[src/sv/dmm_pkg.sv]
// shared types and constants for the deque with min/max report
// no dependencies; imported by every other file of the block

package dmm_pkg;

    localparam int VALUE_W  = 17;
    localparam int SPREAD_W = 18;

    localparam logic [VALUE_W-1:0] EMPTY_MIN = VALUE_W'(100000);

    // command codes
    localparam logic [1:0] ACT_PUSH_FRONT = 2'd0;
    localparam logic [1:0] ACT_PUSH_BACK  = 2'd1;
    localparam logic [1:0] ACT_POP_FRONT  = 2'd2;
    localparam logic [1:0] ACT_POP_BACK   = 2'd3;

    // what a cell loads into its data register
    typedef enum logic [1:0] {
        SEL_HOLD,
        SEL_LOAD,
        SEL_LEFT,
        SEL_RIGHT
    } cell_sel_t;

    // running extremes handed from cell to cell
    typedef struct packed {
        logic               tok;
        logic [VALUE_W-1:0] hi;
        logic [VALUE_W-1:0] lo;
    } scan_t;

endpackage

[src/sv/dmm_ifs.sv]
// handshake interfaces for the command and result channels
// depends on dmm_pkg

interface dmm_cmd_if import dmm_pkg::*; ();
    logic               valid;
    logic               ready;
    logic [1:0]         action;
    logic [VALUE_W-1:0] value;

    modport source (output valid, action, value, input ready);
    modport sink   (input valid, action, value, output ready);
endinterface

interface dmm_res_if import dmm_pkg::*; #(parameter int CNT_W = 5) ();
    logic                valid;
    logic                ready;
    logic [VALUE_W-1:0]  largest;
    logic [VALUE_W-1:0]  smallest;
    logic [SPREAD_W-1:0] spread;
    logic [CNT_W-1:0]    occupancy;
    logic                dropped;

    modport source (output valid, largest, smallest, spread, occupancy, dropped,
                    input ready);
    modport sink   (input valid, largest, smallest, spread, occupancy, dropped,
                    output ready);
endinterface

[src/sv/dmm_cell.sv]
// one storage cell of the deque: holds one entry and folds it into the scan
// depends on dmm_pkg

module dmm_cell import dmm_pkg::*;
(
    input  logic               clk,
    input  logic               rst_n,
    input  cell_sel_t          sel,
    input  logic [VALUE_W-1:0] load_value,
    input  logic [VALUE_W-1:0] left_value,
    input  logic [VALUE_W-1:0] right_value,
    input  logic               occupied,
    input  scan_t              scan_in,
    output logic [VALUE_W-1:0] value,
    output scan_t              scan_out
);

    logic [VALUE_W-1:0] data_reg;
    logic [VALUE_W-1:0] data_next;
    logic               tok_reg;
    logic [VALUE_W-1:0] hi_reg;
    logic [VALUE_W-1:0] lo_reg;
    logic [VALUE_W-1:0] hi_next;
    logic [VALUE_W-1:0] lo_next;

    always_comb
    begin
        case (sel)
            SEL_HOLD:  data_next = data_reg;
            SEL_LOAD:  data_next = load_value;
            SEL_LEFT:  data_next = left_value;
            SEL_RIGHT: data_next = right_value;
            default:   data_next = data_reg;
        endcase
    end

    // fold this entry in only when it lies inside the occupied span
    always_comb
    begin
        hi_next = scan_in.hi;
        lo_next = scan_in.lo;
        if (occupied && (data_reg > scan_in.hi))
        begin
            hi_next = data_reg;
        end
        if (occupied && (data_reg < scan_in.lo))
        begin
            lo_next = data_reg;
        end
    end

    always_ff @(posedge clk)
    begin
        data_reg <= data_next;
        if (scan_in.tok)
        begin
            hi_reg <= hi_next;
            lo_reg <= lo_next;
        end
    end

    always_ff @(posedge clk or negedge rst_n)
    begin
        if (!rst_n)
        begin
            tok_reg <= 1'b0;
        end
        else
        begin
            tok_reg <= scan_in.tok;
        end
    end

    assign value        = data_reg;
    assign scan_out.tok = tok_reg;
    assign scan_out.hi  = hi_reg;
    assign scan_out.lo  = lo_reg;

endmodule

[src/sv/deque_with_min_max.sv]
// top level of the bounded deque with largest/smallest/spread report
// depends on dmm_pkg, dmm_ifs and dmm_cell
//
//  channel | dir | handshake   | payload
//  --------+-----+-------------+------------------------------------------------
//  cmd     | in  | valid/ready | action[1:0], value[16:0]
//  res     | out | valid/ready | largest, smallest, spread, occupancy, dropped
//
// one command at a time: after accept the result passes the launch flag, DEPTH cells
// of scan, the done flag and the output register before it is offered on res
// the next command is taken as soon as the result sits in the output register
// a stalled result holds the output register; a finished scan waits behind it
// rst_n clears the control flags, count and scan tokens; entry data is not reset

module deque_with_min_max import dmm_pkg::*;
#(
    parameter int DEPTH = 16
)
(
    input  logic        clk,
    input  logic        rst_n,
    dmm_cmd_if.sink     cmd,
    dmm_res_if.source   res
);

    localparam int CNT_W = $clog2(DEPTH + 1);

    // entries live in cell 0 (front) .. cell count-1 (back); pushes at the
    // front and pops at the front shift the whole row by one cell
    logic [VALUE_W-1:0] cell_value [DEPTH];
    cell_sel_t          cell_sel   [DEPTH];
    scan_t              scan_link  [DEPTH+1];

    logic [CNT_W-1:0]   count_reg;
    logic [CNT_W-1:0]   count_next;
    logic               busy_reg;
    logic               launch_reg;
    logic               done_reg;
    logic               dropped_reg;
    logic               dropped_next;

    logic               res_valid_reg;
    logic [VALUE_W-1:0] largest_reg;
    logic [VALUE_W-1:0] smallest_reg;
    logic [SPREAD_W-1:0] spread_reg;
    logic [CNT_W-1:0]   occupancy_reg;
    logic               res_dropped_reg;

    logic accept;
    logic full;
    logic empty;
    logic res_load;

    assign cmd.ready = !busy_reg;
    assign accept    = cmd.valid && cmd.ready;
    assign full      = (count_reg == CNT_W'(DEPTH));
    assign empty     = (count_reg == '0);
    assign res_load  = done_reg && (!res_valid_reg || res.ready);

    // count and drop flag for the accepted command
    always_comb
    begin
        count_next   = count_reg;
        dropped_next = 1'b0;
        case (cmd.action)
            ACT_PUSH_FRONT,
            ACT_PUSH_BACK:
            begin
                if (full)
                begin
                    dropped_next = 1'b1;
                end
                else
                begin
                    count_next = count_reg + CNT_W'(1);
                end
            end
            ACT_POP_FRONT,
            ACT_POP_BACK:
            begin
                if (!empty)
                begin
                    count_next = count_reg - CNT_W'(1);
                end
            end
            default:
            begin
                count_next = count_reg;
            end
        endcase
    end

    // scan enters cell 0 with the empty-queue extremes
    assign scan_link[0].tok = launch_reg;
    assign scan_link[0].hi  = '0;
    assign scan_link[0].lo  = EMPTY_MIN;

    for (genvar i = 0; i < DEPTH; i++)
    begin : g_cell
        logic [VALUE_W-1:0] left_v;
        logic [VALUE_W-1:0] right_v;
        logic               occ;

        if (i == 0)
        begin : g_first
            assign left_v = '0;
        end
        else
        begin : g_inner_l
            assign left_v = cell_value[i-1];
        end

        if (i == DEPTH - 1)
        begin : g_last
            assign right_v = '0;
        end
        else
        begin : g_inner_r
            assign right_v = cell_value[i+1];
        end

        assign occ = (CNT_W'(i) < count_reg);

        // per-cell move for this command
        always_comb
        begin
            cell_sel[i] = SEL_HOLD;
            if (accept)
            begin
                case (cmd.action)
                    ACT_PUSH_FRONT:
                    begin
                        if (!full)
                        begin
                            cell_sel[i] = (i == 0) ? SEL_LOAD : SEL_LEFT;
                        end
                    end
                    ACT_PUSH_BACK:
                    begin
                        if (!full && (count_reg == CNT_W'(i)))
                        begin
                            cell_sel[i] = SEL_LOAD;
                        end
                    end
                    ACT_POP_FRONT:
                    begin
                        if (!empty)
                        begin
                            cell_sel[i] = SEL_RIGHT;
                        end
                    end
                    default:
                    begin
                        cell_sel[i] = SEL_HOLD;
                    end
                endcase
            end
        end

        dmm_cell u_cell (
            .clk         (clk),
            .rst_n       (rst_n),
            .sel         (cell_sel[i]),
            .load_value  (cmd.value),
            .left_value  (left_v),
            .right_value (right_v),
            .occupied    (occ),
            .scan_in     (scan_link[i]),
            .value       (cell_value[i]),
            .scan_out    (scan_link[i+1])
        );
    end

    // control: one command in flight, scan launch and completion
    always_ff @(posedge clk or negedge rst_n)
    begin
        if (!rst_n)
        begin
            count_reg     <= '0;
            busy_reg      <= 1'b0;
            launch_reg    <= 1'b0;
            done_reg      <= 1'b0;
            res_valid_reg <= 1'b0;
        end
        else
        begin
            launch_reg <= accept;
            if (accept)
            begin
                count_reg <= count_next;
                busy_reg  <= 1'b1;
            end
            else if (res_load)
            begin
                busy_reg <= 1'b0;
            end

            // last cell token marks the end of the scan; its extremes then hold
            if (scan_link[DEPTH].tok)
            begin
                done_reg <= 1'b1;
            end
            else if (res_load)
            begin
                done_reg <= 1'b0;
            end

            if (res_load)
            begin
                res_valid_reg <= 1'b1;
            end
            else if (res.ready)
            begin
                res_valid_reg <= 1'b0;
            end
        end
    end

    // payload registers
    always_ff @(posedge clk)
    begin
        if (accept)
        begin
            dropped_reg <= dropped_next;
        end
        if (res_load)
        begin
            largest_reg     <= scan_link[DEPTH].hi;
            smallest_reg    <= scan_link[DEPTH].lo;
            spread_reg      <= {1'b0, scan_link[DEPTH].hi} - {1'b0, scan_link[DEPTH].lo};
            occupancy_reg   <= count_reg;
            res_dropped_reg <= dropped_reg;
        end
    end

    assign res.valid     = res_valid_reg;
    assign res.largest   = largest_reg;
    assign res.smallest  = smallest_reg;
    assign res.spread    = spread_reg;
    assign res.occupancy = occupancy_reg;
    assign res.dropped   = res_dropped_reg;

endmodule

[src/flat_wrapper.sv]
// flat-port wrapper written by rule: the top's interface ports become plain ports
module deque_with_min_max_flat import dmm_pkg::*;
#(
    parameter int DEPTH = 16
)
  (clk, rst_n, cmd_valid, cmd_action, cmd_value, cmd_ready, res_valid, res_largest, res_smallest, res_spread, res_occupancy, res_dropped, res_ready);
  dmm_cmd_if cmd_i ();
  dmm_res_if #(.CNT_W(($clog2(DEPTH + 1)))) res_i ();
  input  logic clk;
  input  logic rst_n;
  input wire logic [$bits(cmd_i.valid)-1:0] cmd_valid;
  input wire logic [$bits(cmd_i.action)-1:0] cmd_action;
  input wire logic [$bits(cmd_i.value)-1:0] cmd_value;
  output wire logic [$bits(cmd_i.ready)-1:0] cmd_ready;
  output wire logic [$bits(res_i.valid)-1:0] res_valid;
  output wire logic [$bits(res_i.largest)-1:0] res_largest;
  output wire logic [$bits(res_i.smallest)-1:0] res_smallest;
  output wire logic [$bits(res_i.spread)-1:0] res_spread;
  output wire logic [$bits(res_i.occupancy)-1:0] res_occupancy;
  output wire logic [$bits(res_i.dropped)-1:0] res_dropped;
  input wire logic [$bits(res_i.ready)-1:0] res_ready;
  assign cmd_i.valid = cmd_valid;
  assign cmd_i.action = cmd_action;
  assign cmd_i.value = cmd_value;
  assign cmd_ready = cmd_i.ready;
  assign res_valid = res_i.valid;
  assign res_largest = res_i.largest;
  assign res_smallest = res_i.smallest;
  assign res_spread = res_i.spread;
  assign res_occupancy = res_i.occupancy;
  assign res_dropped = res_i.dropped;
  assign res_i.ready = res_ready;
  deque_with_min_max #(.DEPTH(DEPTH)) u_core (.clk(clk), .rst_n(rst_n), .cmd(cmd_i), .res(res_i));
endmodule
[config.mk]
export PLATFORM = sky130hd
export DESIGN_NAME = deque_with_min_max_flat
export DESIGN_NICKNAME = d
export VERILOG_FILES = /design/src/sv/dmm_pkg.sv /design/src/sv/dmm_ifs.sv /design/src/sv/dmm_cell.sv /design/src/sv/deque_with_min_max.sv /design/src/flat_wrapper.sv
export SDC_FILE = /design/constraint.sdc
export NUM_CORES = 2
export LEC_CHECK = 0
export BUFFER_PORTS_ARGS = -buffer_cell sky130_fd_sc_hd__buf_4
export CORE_MARGIN = 3
export CORE_UTILIZATION = 47
export CTS_BUF_LIST = sky130_fd_sc_hd__clkbuf_4
export DETAILED_ROUTE_END_ITERATION = 6
export MAX_ROUTING_LAYER = met4
export PLACE_DENSITY = 0.75
export SYNTH_ARGS = -nofsm -noshare
export SYNTH_HDL_FRONTEND = slang
export SYNTH_SLANG_ARGS = --single-unit
[constraint.sdc]
create_clock -name clk -period 3.65 [get_ports clk]
set_input_delay 0.365 -clock clk [delete_from_list [all_inputs] [get_ports clk]]
set_output_delay 0.365 -clock clk [all_outputs]
set_load 0.02 [all_outputs]
* After elaboration in Yosys (flattened, before gate mapping)
Cells that the tools add are included.
** Word-level totals
- Bits in registers :: 900
- Bits of input ports :: 23
- Output and inout bits :: 60
- Word-level logic and storage cells :: 379
** Operators by class
- Add/sub/neg operators :: 3
- Magnitude comparators :: 48
- Eq/ne operators :: 69
- Mux-type cells :: 106
- Reduce and logical (&&, ||, !) cells :: 78
** Operator list (count)
- 17-bit case mux with 3 select lines :: 16
- 17-bit 2-to-1 mux :: 30
- 17-bit greater-than comparator :: 15
- 17-bit less-than comparator :: 15
- 2-bit case mux with 3 select lines :: 16
- 2-bit == test, second input constant :: 34
- 1-bit logical AND :: 50
- 5-bit by 4-bit == test with 1-bit output, second input constant :: 8
- 4-bit by 5-bit less-than comparator with 1-bit output, first input constant :: 8
- 2-bit 2-to-1 mux :: 18
- 2-bit by 1-bit == test with 1-bit output, second input constant :: 17
- 2-bit zero test :: 17
- 1-bit 2-to-1 mux :: 23
- 5-bit by 3-bit == test with 1-bit output, second input constant :: 4
- 3-bit by 5-bit less-than comparator with 1-bit output, first input constant :: 4
- 17-bit by 17-bit subtractor with 18-bit output :: 1
- 17-bit by 1-bit greater-than comparator with 1-bit output, second input constant :: 1
- 17-bit less-than comparator, second input constant :: 1
- 5-bit by 2-bit == test with 1-bit output, second input constant :: 2
- 1-bit by 5-bit less-than comparator with 1-bit output, first input constant :: 2
- 2-bit by 5-bit less-than comparator with 1-bit output, first input constant :: 2
- 5-bit 2-to-1 mux :: 2
- 5-bit case mux with 2 select lines :: 1
- 2-bit nonzero test :: 3
- 10 further kinds :: 14

* Depth between registers and ports, before layout
- Word-level depth :: 8
- Depth in mapped cells :: 11
- Mapped depth without buffers :: 9

* Cells and area by module
From an unflattened synthesis, not the netlist that was laid out.
** Second synthesis, totals
- Cell total of the unflattened synthesis :: 4550
- Area, all modules :: 55258.0 um^2
** By module, submodules not included
- dmm_cell :: times used 16, cells an instance 264, area each 3224.3 um^2
- deque_with_min_max :: times used 1, cells an instance 326, area each 3668.5 um^2

* Worst setup path before layout
OpenSTA, ideal clock, no wires.
- Kind :: register -> register
- From :: reg u_core.count_reg[1]
- To :: reg u_core.g_cell[11].u_cell.data_reg[0] (enable)
- Library setup time :: 440 ps
- Arrival :: 3265 ps
- Data required time :: 3210 ps
- Setup slack :: -55 ps
- Cell stages (with the launch flop) :: 8
- Cell sequence :: dfrtp_1 buf_2 inv_1 ha_1 nor3b_2 a21oi_1 nand2_1 o41ai_1
** Between the ends
- Word-level cells in the longest chain between the ends :: 7
- Elaborated cells on any way between the ends :: 11
- Classes of those cells :: 2 x eq/ne; 5 x mux; 4 x reduce/logical
** RTL lines
- start: declaration :: line deque_with_min_max.sv:34 : logic [CNT_W-1:0] count_reg;
- start signal: assignment :: line deque_with_min_max.sv:190 : count_reg <= count_next;
- 5-bit == test :: line deque_with_min_max.sv:56 : assign full = (count_reg == CNT_W'(DEPTH));
- 1-bit zero test
- 1-bit logical AND :: line deque_with_min_max.sv:140 : if (!full && (count_reg == CNT_W'(i)))
- 1-bit 2-to-1 mux :: line deque_with_min_max.sv:140
- 2-bit case mux with 3 select lines * :: line deque_with_min_max.sv:130 : case (cmd.action)
- 2-bit 2-to-1 mux * :: line deque_with_min_max.sv:128 : if (accept)
- 2-bit zero test * :: line dmm_cell.sv:28 : case (sel)
- end signal: assignment :: line dmm_cell.sv:54 : data_reg <= data_next;
- end: declaration :: line dmm_cell.sv:18 : logic [VALUE_W-1:0] data_reg;
Mark *: on every way between the ends. The rest lies on a longest branch, timed or not.
A chain may end at the register's enable or synchronous reset.

* Final worst setup path
- From :: reg u_core.count_reg[1]
- To :: reg u_core.g_cell[2].u_cell.data_reg[15] (data pin)
** Between the ends
- Word-level cells in the longest chain between the ends :: 8
- Elaborated cells on any way between the ends :: 14
- Classes of those cells :: 5 x eq/ne; 6 x mux; 3 x reduce/logical
** RTL lines
- 5-bit == test :: line deque_with_min_max.sv:56
- 1-bit zero test
- 1-bit logical AND :: line deque_with_min_max.sv:140
- 1-bit 2-to-1 mux :: line deque_with_min_max.sv:140
- 2-bit case mux with 3 select lines * :: line deque_with_min_max.sv:130
- 2-bit 2-to-1 mux * :: line deque_with_min_max.sv:128
- 2-bit == test / 2-bit by 1-bit == test with 1-bit output (equally long branches) :: line dmm_cell.sv:28
- 17-bit case mux with 3 select lines * :: line dmm_cell.sv:28
- via u_core.g_cell[2].u_cell.data_next[15] :: line dmm_cell.sv:19 : logic [VALUE_W-1:0] data_next;
- end signal: assignment :: line dmm_cell.sv:54
- end: declaration :: line dmm_cell.sv:18
Mark *: on every way through the listed nets, which the timed path passes. The rest lies on a longest branch.

==> summary.md <==
| Metric | Value |
|---|---|
| Cells after Synth | approximately 3900 |
| Most frequent cell after synthesis | edfxtp_1 |
| WL final | 140.3 mm |
| PwrDens | 357.8 nW/um^2 |
| DR top layer | met4 |
| Post-synthesis adder-cell area fraction | 0.1284 |
| Crit path DAT | 4.12 ns |
| Cell with the largest stage delay on the worst path | a21oi_4 |
| Max incr delay on CP | 0.61 ns |
| Layout Nets | 4742 |
| Cell variety after synth | 71 |
| Initial antenna violation count | 4 |
| Top Ports | 83 |
| Fin. Hold Viols | 0 |
| Metal2 WL | 67.11 mm |
| Clock slew at reported path FFs | 0.07 ns |
| Routed Antenna Nets | 0 |
| Final Hold Slack | 0.07340 ns |
| # clock sinks | 900 |
| H-tree Lvls | 4 |
| First-pass GRT wire length | between 200 and 250 mm |
| Die Ht | 333.9 um |
| Hold WC Path Type | input port to flip-flop |
| WL/cell | between 20 and 25 um |
| Kind of cell adding the most delay to the critical path | compound AO/OA/AOI/OAI gates |
| Fraction of registers with async set/reset | 0.02778 |
| Post-synth EDFFs | 875 |
| Wire length on met3 | 11.82 mm |
| Slew HR | 0.1679 |
| Max Clock Skew | 0.1096 ns |
| Post-place setup slack | around 0.56 ns |
| Core region area | 106000 um^2 |
| Startpoint Class | flip-flop |
| Vias per inst | approximately 6 |
| Vias | 34660 |
| Buffers on Ports | 82 |
| Syn_nets | 4423 |
| Bufs on Longest Clock Path | 3 |
| Total CTS buffers | ~220 |
| XOR/XNOR Fraction of Synth Area | 0.003120 |
| Synth Flop Type | edfxtp_1 |
| Starting density of the core | 0.4767 |
| Drc violations | 0 |
| Area grow syn2layout | 12.04% |
| CTS tree | yes |
| Cell Area, Synth | a little over 50000 um^2 |
| Grt ovf | 0 |
| Area leader, netlist | edfxtp_1 |
| Largest family of logic cells by synthesized area | adder cells |
| Setup tns final | 0 ns |
| Vias in the first global route | 34560 |
| Endpoint class of the critical path | flip-flop |
| F_max | 318.2 MHz |
| Max-slew violations | 0 |
| RSZ-0062 raised after global routing | no |
| Worst Setup Slack, final | 0.5072 ns |
| Tightest Pin Transition | 1.248 ns |
| Min cycle time layout | 3.143 ns |
| Status | completed |
| TritonRoute pass-1 iters | 6 |
| Area share of the largest cell type after synthesis | 0.5199 |
| Area contributors post-synth | edfxtp_1, ha_1, mux2_2 |
| Detailed Place HPWL | 101.3 mm |
| Util after Layout | 0.5341 |
| Clk_lat worst skew | between 1 and 1.5 ns |
| Post-synthesis mux area share | 0.1191 |
| Crit Path Category | flip-flop to flip-flop |
| Seq cells post-synth | 900 |
| Share of layout cells above drive strength 1 | 0.2556 |
| # fillers | 8801 |
| Metal1 wirelength | 54.62 mm |
| Worst path bufs/invs | 2 |
| Simple-gate share of the synthesized area | 0.04900 |
| CP Max Fanout | 35 |
| GPL Wtd Cong | 0.9658 |
| WP data required | 4.63 ns |
| Final setup violation count | 0 |
| Die width | 333.9 um |
| GRT Overall Usage | 0.2558 |
| Compound-Gate Fraction of Synth Area | 0.1151 |
| Clk root buf | clkbuf_4 |
| Leakage | about 23 nW |
| Final Cycle Share | 0.8610 |
| Syn Area/Cell | 13.02 um^2 |
| Largest net degree at the start of global routing | 81 |
| MaxCap Viol Count | 0 |
| Cell Chain, Critical Path | inv_1 -> ha_1 -> nor3b_1 -> and2_1 -> nor2_1 -> a41o_1 -> a21oi_4 -> buf_4 -> a221o_1 |
| Synthesis Warnings | 0 |
| Seq/Total Area, Yosys | 0.5323 |
| Standard-cell rows | roughly 120 |
| Post-synth top cells | edfxtp_1, inv_1, ha_1, mux2_2, a221o_1 |
| Worst IR Drop VDD | 0.3123 mV |
| Initial DRC Count | 3429 |
| Die Area | about 110000 um^2 |
path summary, 6_finish.rpt:
| kind | slack (ns) | depth (start not counted) | startpoint | to |
|---|---|---|---|---|
| setup / recovery | 0.51 | 9 | u_core.count_reg[1] | u_core.g_cell[2].u_cell.value[15] |
| hold / removal | 0.07 | 3 | cmd_value[3] | u_core.g_cell[0].u_cell.value[3] |
| setup reg to reg | 0.51 | 9 | u_core.count_reg[1] | u_core.g_cell[2].u_cell.value[15] |
| hold reg to reg | 0.37 | 0 | u_core.g_cell[3].u_cell.tok_reg | u_core.g_cell[4].u_cell.tok_reg |
| max in group asynchronous | 3.11 | 4 | rst_n | u_core.count_reg[2] |
| min in group asynchronous | 0.24 | 4 | rst_n | u_core.g_cell[0].u_cell.tok_reg |
per-layer routing:
metal,vias to the layer above,global-route usage
met2,1701,0.4134
met4,0,0.1256
met3,393,0.05169
li1,15590,-
met5,-,-
met1,16980,0.3069
placed cells by master, fill, tap and decap left out, types with 24 or more instances in the layout:
master           n
a211oi_1        24
a21o_1          97
a21oi_1        189
a221o_1        238
and2_1          45
buf_4          203
clkbuf_4       326
clkinv_1        63
dlygate4sd3_1   27
edfxtp_1       875
ha_1           517
inv_1          529
mux2_2         508
nand2_1        103
nand3_1         45
nand4_1         61
nor2_1          75
nor2b_1         38
o21ai_0         84
tightest hold or removal path, stage by stage:
cell,delay (ns)
dlygate4sd3_1,0.53
buf_4,0.11
mux2_2,0.13
timing repair:
| action | 4_1_cts | 5_1_grt |
|---|---|---|
| endpoints found under the hold margin | 87 | 0 |
| endpoints found under the setup margin | 0 | 0 |
| buffers inserted | 0 | 0 |
| hold buffers | 28 | 0 |
| resized for setup | 0 | 0 |
cell type report:
cell class | instances | area [um^2] | area share
flip-flops and latches | 900 | 26900 | 0.4752
multi-input cells | 2305 | 21020 | 0.3712
clock buffers | 326 | 2447 | 0.04322
repair buffers | 240 | 2002 | 0.03536
inverters | 531 | 1993 | 0.03520
well taps | 1391 | 1740 | 0.03074
clock inverters | 87 | 498.0 | 0.008795
diodes | 8 | 20.02 | 0.0003536
logic make-up (layout without fill, tap and decap cells):
family | after synthesis | after routing
DFF | 900 | 900
AOI/OAI and AO/OA | 775 | 775
and+or+nand+nor | 466 | 466
buffers and inverters | 677 | 1184
adders and majority gates | 518 | 518
muxes | 528 | 528
other | 0 | 8
xor gates and xnor gates | 18 | 18
power by group:
group                     switching [W]  internal, W
clock                           0.00427      0.00446
sequential     0.0000000000000000000380       0.0112
combinational                  0.000175     0.000152
total                           0.00444       0.0158
stage by stage:
| step | cells | total power, W | instance area (um^2) |
|---|---|---|---|
| floorplan | 3882 | 0.01160 | 50540 |
| global placement | 5339 | 0.01171 | 53360 |
| detailed placement | 5339 | 0.01172 | 53360 |
| CTS | 5780 | 0.02041 | 56600 |
| global route | 5786 | 0.02099 | 56610 |
| finish | 5788 | 0.02026 | 56620 |
No activity file was read; power rests on OpenSTA's default activity.
